==> src/sv/papg_pkg.sv <==
// papg_pkg: shared constants, codes and types of the phased array pwm pattern generator
// no dependencies
package papg_pkg;

    localparam int CHANNELS    = 16;
    localparam int LEVEL_W     = 16;
    localparam int SAMPLE_W    = 5;
    localparam int BYTE_W      = 8;
    localparam int LOAD_W      = (CHANNELS > 1) ? $clog2(CHANNELS) : 1;
    localparam int OUT_CH      = (CHANNELS < LEVEL_W) ? CHANNELS : LEVEL_W;

    localparam logic [BYTE_W-1:0] TOP       = 8'd30;
    localparam logic [BYTE_W-1:0] AMP_RESET = 8'd15;
    localparam logic [BYTE_W-1:0] CMD_PHASE = 8'd254;
    localparam logic [BYTE_W-1:0] CMD_AMP   = 8'd251;

    localparam logic [1:0] MODE_IDLE  = 2'd0;
    localparam logic [1:0] MODE_PHASE = 2'd1;
    localparam logic [1:0] MODE_AMP   = 2'd2;

    localparam logic CMD_TICK = 1'b0;
    localparam logic CMD_BYTE = 1'b1;

    localparam logic KIND_PATTERN = 1'b0;
    localparam logic KIND_ERROR   = 1'b1;

    typedef logic [CHANNELS-1:0][BYTE_W-1:0] t_table;

    typedef struct packed {
        logic              en;
        logic [BYTE_W-1:0] data;
    } t_parse_req;

endpackage

==> src/sv/papg_cmd_parser.sv <==
// papg_cmd_parser: serial command parser with staging buffer and phase/amplitude tables
// depends on papg_pkg
module papg_cmd_parser (
    input  logic               i_clk,
    input  logic               i_rst_n,
    input  papg_pkg::t_parse_req i_req,
    output logic               o_err,
    output papg_pkg::t_table   o_phase,
    output papg_pkg::t_table   o_amp
);

    logic [1:0]                   r_mode;
    logic [1:0]                   n_mode;
    logic [papg_pkg::LOAD_W-1:0]  r_count;
    logic [papg_pkg::LOAD_W-1:0]  n_count;
    logic [papg_pkg::BYTE_W-1:0]  r_stage [papg_pkg::CHANNELS];
    papg_pkg::t_table             r_phase;
    papg_pkg::t_table             r_amp;
    papg_pkg::t_table             w_commit;
    logic                         w_loading;
    logic                         w_last;

    assign w_loading = (r_mode == papg_pkg::MODE_PHASE) || (r_mode == papg_pkg::MODE_AMP);
    assign w_last    = (r_count == papg_pkg::LOAD_W'(papg_pkg::CHANNELS - 1));

    always_comb begin
        for (int c = 0; c < papg_pkg::CHANNELS; c++) begin
            w_commit[c] = (c == papg_pkg::CHANNELS - 1) ? i_req.data : r_stage[c];
        end
    end

    always_comb begin
        n_mode  = r_mode;
        n_count = r_count;
        o_err   = 1'b0;
        if (i_req.en) begin
            if (w_loading) begin
                if (w_last) begin
                    n_mode  = papg_pkg::MODE_IDLE;
                    n_count = '0;
                end else begin
                    n_count = r_count + 1'b1;
                end
            end else begin
                n_count = '0;
                priority if (i_req.data == papg_pkg::CMD_PHASE) begin
                    n_mode = papg_pkg::MODE_PHASE;
                end else if (i_req.data == papg_pkg::CMD_AMP) begin
                    n_mode = papg_pkg::MODE_AMP;
                end else begin
                    n_mode = papg_pkg::MODE_IDLE;
                    o_err  = 1'b1;
                end
            end
        end
    end

    always_ff @(posedge i_clk) begin
        if (!i_rst_n) begin
            r_mode  <= papg_pkg::MODE_IDLE;
            r_count <= '0;
            for (int c = 0; c < papg_pkg::CHANNELS; c++) begin
                r_phase[c] <= '0;
                r_amp[c]   <= papg_pkg::AMP_RESET;
            end
        end else begin
            r_mode  <= n_mode;
            r_count <= n_count;
            if (i_req.en && w_loading && w_last) begin
                if (r_mode == papg_pkg::MODE_PHASE) begin
                    r_phase <= w_commit;
                end else begin
                    r_amp <= w_commit;
                end
            end
        end
    end

    always_ff @(posedge i_clk) begin
        if (i_req.en && w_loading) begin
            r_stage[r_count] <= i_req.data;
        end
    end

    assign o_phase = r_phase;
    assign o_amp   = r_amp;

endmodule

==> src/sv/papg_pattern.sv <==
// papg_pattern: per-channel pwm level compare for one sample position
// depends on papg_pkg
module papg_pattern (
    input  logic [papg_pkg::SAMPLE_W-1:0] i_sample,
    input  papg_pkg::t_table              i_phase,
    input  papg_pkg::t_table              i_amp,
    output logic [papg_pkg::LEVEL_W-1:0]  o_levels
);

    for (genvar c = 0; c < papg_pkg::LEVEL_W; c++) begin : g_ch
        if (c < papg_pkg::OUT_CH) begin : g_on
            logic [papg_pkg::SAMPLE_W-1:0] w_pos;
            logic [papg_pkg::BYTE_W-1:0]   w_lo;
            assign w_pos = i_sample + i_phase[c][papg_pkg::SAMPLE_W-1:0];
            assign w_lo  = papg_pkg::TOP - i_amp[c];
            assign o_levels[c] = (i_amp[c] <= papg_pkg::TOP)
                && (papg_pkg::BYTE_W'(w_pos) > w_lo)
                && (papg_pkg::BYTE_W'(w_pos) < papg_pkg::TOP);
        end else begin : g_off
            assign o_levels[c] = 1'b0;
        end
    end

endmodule

==> src/sv/phased_array_pwm_pattern_generator.sv <==
// phased_array_pwm_pattern_generator: top level, input register, sample counter, result register
// depends on papg_pkg, papg_cmd_parser, papg_pattern
// result: registered in the result register from the item held in the input register
// throughput: one item per cycle; input stalls only while the result register is held
// reset: synchronous active low; counter, parser and tables go to reset values
module phased_array_pwm_pattern_generator (
    input  logic                          i_clk,
    input  logic                          i_rst_n,
    input  logic                          i_valid,
    output logic                          o_stall,
    input  logic                          i_cmd,
    input  logic [papg_pkg::BYTE_W-1:0]   i_rx_byte,
    output logic                          o_valid,
    input  logic                          i_stall,
    output logic                          o_kind,
    output logic [papg_pkg::LEVEL_W-1:0]  o_levels,
    output logic [papg_pkg::SAMPLE_W-1:0] o_sample_index
);

    logic                          r_in_valid;
    logic                          r_in_cmd;
    logic [papg_pkg::BYTE_W-1:0]   r_in_byte;
    logic [papg_pkg::SAMPLE_W-1:0] r_sample;
    logic                          r_out_valid;
    logic                          r_out_kind;
    logic [papg_pkg::LEVEL_W-1:0]  r_out_levels;
    logic [papg_pkg::SAMPLE_W-1:0] r_out_index;
    logic                          w_adv;
    logic                          w_go;
    logic                          w_tick;
    logic                          w_err;
    logic [papg_pkg::LEVEL_W-1:0]  w_levels;
    papg_pkg::t_parse_req          w_req;
    papg_pkg::t_table              w_phase;
    papg_pkg::t_table              w_amp;

    assign w_adv   = !r_out_valid || !i_stall;
    assign w_go    = r_in_valid && w_adv;
    assign w_tick  = w_go && (r_in_cmd == papg_pkg::CMD_TICK);
    assign o_stall = r_in_valid && !w_adv;

    assign w_req.en   = w_go && (r_in_cmd == papg_pkg::CMD_BYTE);
    assign w_req.data = r_in_byte;

    papg_cmd_parser u_parser (
        .i_clk   (i_clk),
        .i_rst_n (i_rst_n),
        .i_req   (w_req),
        .o_err   (w_err),
        .o_phase (w_phase),
        .o_amp   (w_amp)
    );

    papg_pattern u_pattern (
        .i_sample (r_sample),
        .i_phase  (w_phase),
        .i_amp    (w_amp),
        .o_levels (w_levels)
    );

    always_ff @(posedge i_clk) begin
        if (!i_rst_n) begin
            r_in_valid  <= 1'b0;
            r_sample    <= '0;
            r_out_valid <= 1'b0;
        end else begin
            if (!o_stall) begin
                r_in_valid <= i_valid;
            end
            if (w_tick) begin
                r_sample <= r_sample + 1'b1;
            end
            if (w_adv) begin
                r_out_valid <= w_tick || w_err;
            end
        end
    end

    always_ff @(posedge i_clk) begin
        if (i_valid && !o_stall) begin
            r_in_cmd  <= i_cmd;
            r_in_byte <= i_rx_byte;
        end
        if (w_tick) begin
            r_out_kind   <= papg_pkg::KIND_PATTERN;
            r_out_levels <= w_levels;
            r_out_index  <= r_sample;
        end else if (w_go && w_err) begin
            r_out_kind   <= papg_pkg::KIND_ERROR;
            r_out_levels <= '0;
            r_out_index  <= '0;
        end
    end

    assign o_valid        = r_out_valid;
    assign o_kind         = r_out_kind;
    assign o_levels       = r_out_levels;
    assign o_sample_index = r_out_index;

    a_err_zero: assert property (@(posedge i_clk) disable iff (!i_rst_n)
        (o_valid && o_kind == papg_pkg::KIND_ERROR) |-> (o_levels == '0 && o_sample_index == '0))
        else $error("error item carries nonzero payload");

    a_tick_result: assert property (@(posedge i_clk) disable iff (!i_rst_n)
        w_tick |=> (o_valid && o_kind == papg_pkg::KIND_PATTERN && o_sample_index == $past(r_sample)))
        else $error("tick did not produce a pattern item");

    a_counter_step: assert property (@(posedge i_clk) disable iff (!i_rst_n)
        w_tick |=> (r_sample == $past(r_sample) + 1'b1))
        else $error("sample counter did not advance");

    a_stall_cause: assert property (@(posedge i_clk) disable iff (!i_rst_n)
        o_stall |-> (r_in_valid && o_valid && i_stall))
        else $error("input stalled without a held result");

endmodule
==> config.mk <==
export PLATFORM = sky130hd
export DESIGN_NAME = phased_array_pwm_pattern_generator
export DESIGN_NICKNAME = d
export VERILOG_FILES = /design/src/sv/papg_pkg.sv /design/src/sv/papg_cmd_parser.sv /design/src/sv/papg_pattern.sv /design/src/sv/phased_array_pwm_pattern_generator.sv
export SDC_FILE = /design/constraint.sdc
export NUM_CORES = 1
export LEC_CHECK = 0
export ABC_AREA = 1
export BUFFER_PORTS_ARGS = -buffer_cell sky130_fd_sc_hd__buf_2
export CORE_MARGIN = 10
export CORE_UTILIZATION = 56
export CTS_CLUSTER_DIAMETER = 80
export DETAILED_ROUTE_END_ITERATION = 6
export GPL_ROUTABILITY_DRIVEN = 0
export PLACE_DENSITY = 0.75
export SLEW_MARGIN = 25
export SYNTH_ARGS = -nofsm -noshare
export SYNTH_HDL_FRONTEND = slang
export SYNTH_SLANG_ARGS = --single-unit
==> constraint.sdc <==
create_clock -name i_clk -period 3.4 [get_ports i_clk]
set_input_delay 0.68 -clock i_clk [delete_from_list [all_inputs] [get_ports i_clk]]
set_output_delay 0.68 -clock i_clk [all_outputs]
set_load 0.03 [all_outputs]
==> impl_results.md <==
- Outcome: finished clean
- Count of hold-fix buffers inserted at cts: 0
- Yosys reg bits: 372
- Hold Fails Final Rpt: 0
- GRT Resource Usage Total: 0.2092
- Netlist cell types: 29
- Syn. warnings: 0
- Global-route wire length before repair: 76270 um
- Most frequent cells in the layout: nand2_1, nor2_1, inv_1
- Dpl hpwl: 30180 um
- Drt pass-1 iters: 6
- Routed WL: 46230 um
- Initial core utilization: 0.5694
- Max clock buf depth: 3
- Worst-Skew Late Latency: 530 ps
- Final Skew: 13.77 ps
- CTS Buf Count: 39
- Delay-heaviest family, CP: adder cells
- Max VDD drop: 0.4737 mV
- Reg-to-reg startpoint: r_sample[0]$_SDFFE_PN0P_
- Area growth, synth to finish: 9.768%
- Worst Setup SP: r_sample[0]$_SDFFE_PN0P_
- Crit-path max FO: 12
- Number of global-route vias before repair: 15750
- I/O Pins: 37
- Nets@finish: 2759
- TNS Setup: 0 ps
- Setup violators final: 0
- WP depth: 16
- Post-cts sizing count: 0
- WP data required: 3670 ps
- H-tree depth: 2
- Maximum Capacitance Violations: 0
- HP Start: i_rx_byte[3]
- CP endpoint kind: register
- PortBufs: 36
- Cell area power density: 428.3 mW/mm^2
- Die area: 0.04427 mm^2
- Seq/Total Area, Yosys: 0.4408
- Crit path DAT: 2910 ps
- Worst path slowest cell: fa_1
- Slew headroom: 0.3626
- Hold path depth: 1
- Total congestion overflow: 0
- Minimum clock period: 2633 ps
- Layout cell share with drive strength beyond 1: 0.05277
- Drt drc: 0
- Top cell type's share of synthesized area: 0.2219
- Critical path class: reg2reg
- Core Region: 0.03566 mm^2
- Num Clock Sinks: 372
- Worst path buffer plus inverter count: 4
- Num rows: 69
- Worst Max-Slew Pin Slew: 956.1 ps
- Final Cycle Share: 0.7745
- F_max: 379.7 MHz
- Min-Delay Path Class: in2reg
- Vert. Die Dim: 210.4 um
- FF-to-FF path depth: 16
- Largest net degree at the start of global routing: 145
- Cell chain of the critical path: buf_4 -> ha_1 -> inv_1 -> fa_1 -> inv_1 -> nand3_1 -> nand2_1 -> nand2_1 -> nand2_1 -> inv_1 -> ha_1 -> nand4_1 -> nand2_1 -> nor2_1 -> nand2_1 -> nor2_1
- Post-CTS Setup Bufs: 0
- Post-synthesis cell count: 2525
- Clock root cell: clkbuf_16
- DP Area: 0.02094 mm^2
- Slowest Stage Delay on Critical Path: 410 ps
- Slew Limit Fails: 0
- Iter 0 DRT Violations: 1041
- Leak Pwr: 11.30 nW
- Crit path top cell by count: nand2_1
- Antenna Violating Nets Remaining: 0
- Clock Pin Slew Worst Setup and Hold Paths: 60 ps
- Vias: 16010
- Worst setup SP type: register
- Synth top area cells: edfxtp_1, dfxtp_1, nand2_1
- Diodes inserted: 0
- Vias per inst: 5.270
- Syn_nets: 2736
- RSZ-0062 raised after global routing: no
- Commonest non-fill, non-tap cell in the layout: nand2_1
- CTS tree: built
- Die width: 210.4 um
- Syn avg cell area: 8.040 um^2
- Leading area contributor after synthesis: edfxtp_1
- WL per Instance: 15.22 um
- Netlist area before placement: 0.02030 mm^2
- Final Cell Area: 0.02229 mm^2
- Initial antenna violation count: 0
## worst paths after layout
check                                    to  slack, ps
hold / removal       r_in_byte[3]$_DFFE_PP_        330
setup reg to reg  o_levels[2]$_SDFFCE_PN0P_        770
hold reg to reg         o_kind$_SDFFE_PP0P_        470
setup / recovery  o_levels[2]$_SDFFCE_PN0P_        770
## power breakdown
part | leakage (nW) | internal, mW | switching [mW]
Combinational | 7.50 | 0.0938 | 0.277
Sequential | 3.16 | 4.66 | 0.0296
Clock | 0.644 | 2.76 | 1.72
Total | 11.3 | 7.52 | 2.02
## cells by family (layout without fill, tap and decap cells)
group | Yosys count | after routing | synth area share
AOI/OAI and AO/OA | 78 | 78 | 0.01947
xor gates and xnor gates | 67 | 67 | 0.02890
adders and majority gates | 198 | 198 | 0.1279
buffers and inverters | 408 | 460 | 0.08160
DFF | 372 | 372 | 0.4408
and+or+nand+nor | 1402 | 1402 | 0.3013
## cell type report
type	instances	area [um^2]
Fill cell	2965	13370
Multi-Input combinational cell	1745	9706
Sequential cell	372	8949
Timing Repair Buffer	71	511.7
Clock inverter	14	255.2
Clock buffer	56	1090
Inverter	319	1197
Tap cell	461	576.8
## cell usage after synthesis, drive strengths merged
master	number
nand4	23
a21oi	73
fa	16
buf	53
o21a	1
o21ai	3
nor3	8
inv	319
a22oi	1
clkbuf	36
ha	182
xnor2	21
nand3	197
xor2	46
nor2	426
dfxtp	222
and2	16
edfxtp	150
nand2	611
nand3b	121
## sequential cells by signal (all words and copies together), names as in the netlist
signal	flops
u_parser.o_amp	128
u_parser.r_stage	120
u_parser.o_phase	80
o_levels	16
r_in_byte	8
o_sample_index	5
r_sample	5
u_parser.r_count	4
u_parser.r_mode	2
o_kind	1
o_valid	1
r_in_cmd	1
r_in_valid	1
## layer usage
| layer | vias to the layer above | part of all wire | GRT usage |
|---|---|---|---|
| met5 | - | 0 | 0 |
| met4 | 0 | 0.028 | 0.07218 |
| met3 | 92 | 0.049 | 0.02418 |
| met2 | 373 | 0.48 | 0.3621 |
| met1 | 7494 | 0.44 | 0.2657 |
| li1 | 8051 | - | - |
## per-stage QoR
stage	std cells	total power, mW	setup slack [ps]	util	hold WS, ps
after floorplan	2525	5.007	431.1	-	437.9
after global placement	2968	5.151	803.2	0.5873	445.8
after detailed placement	2968	5.158	747.3	0.5873	441.4
after CTS	3038	9.604	786.8	0.6250	315.1
after global routing	3038	9.834	556.6	0.6250	319.5
final	3038	9.545	766.6	0.6250	329.3
(Power assumes the default switching activity.)
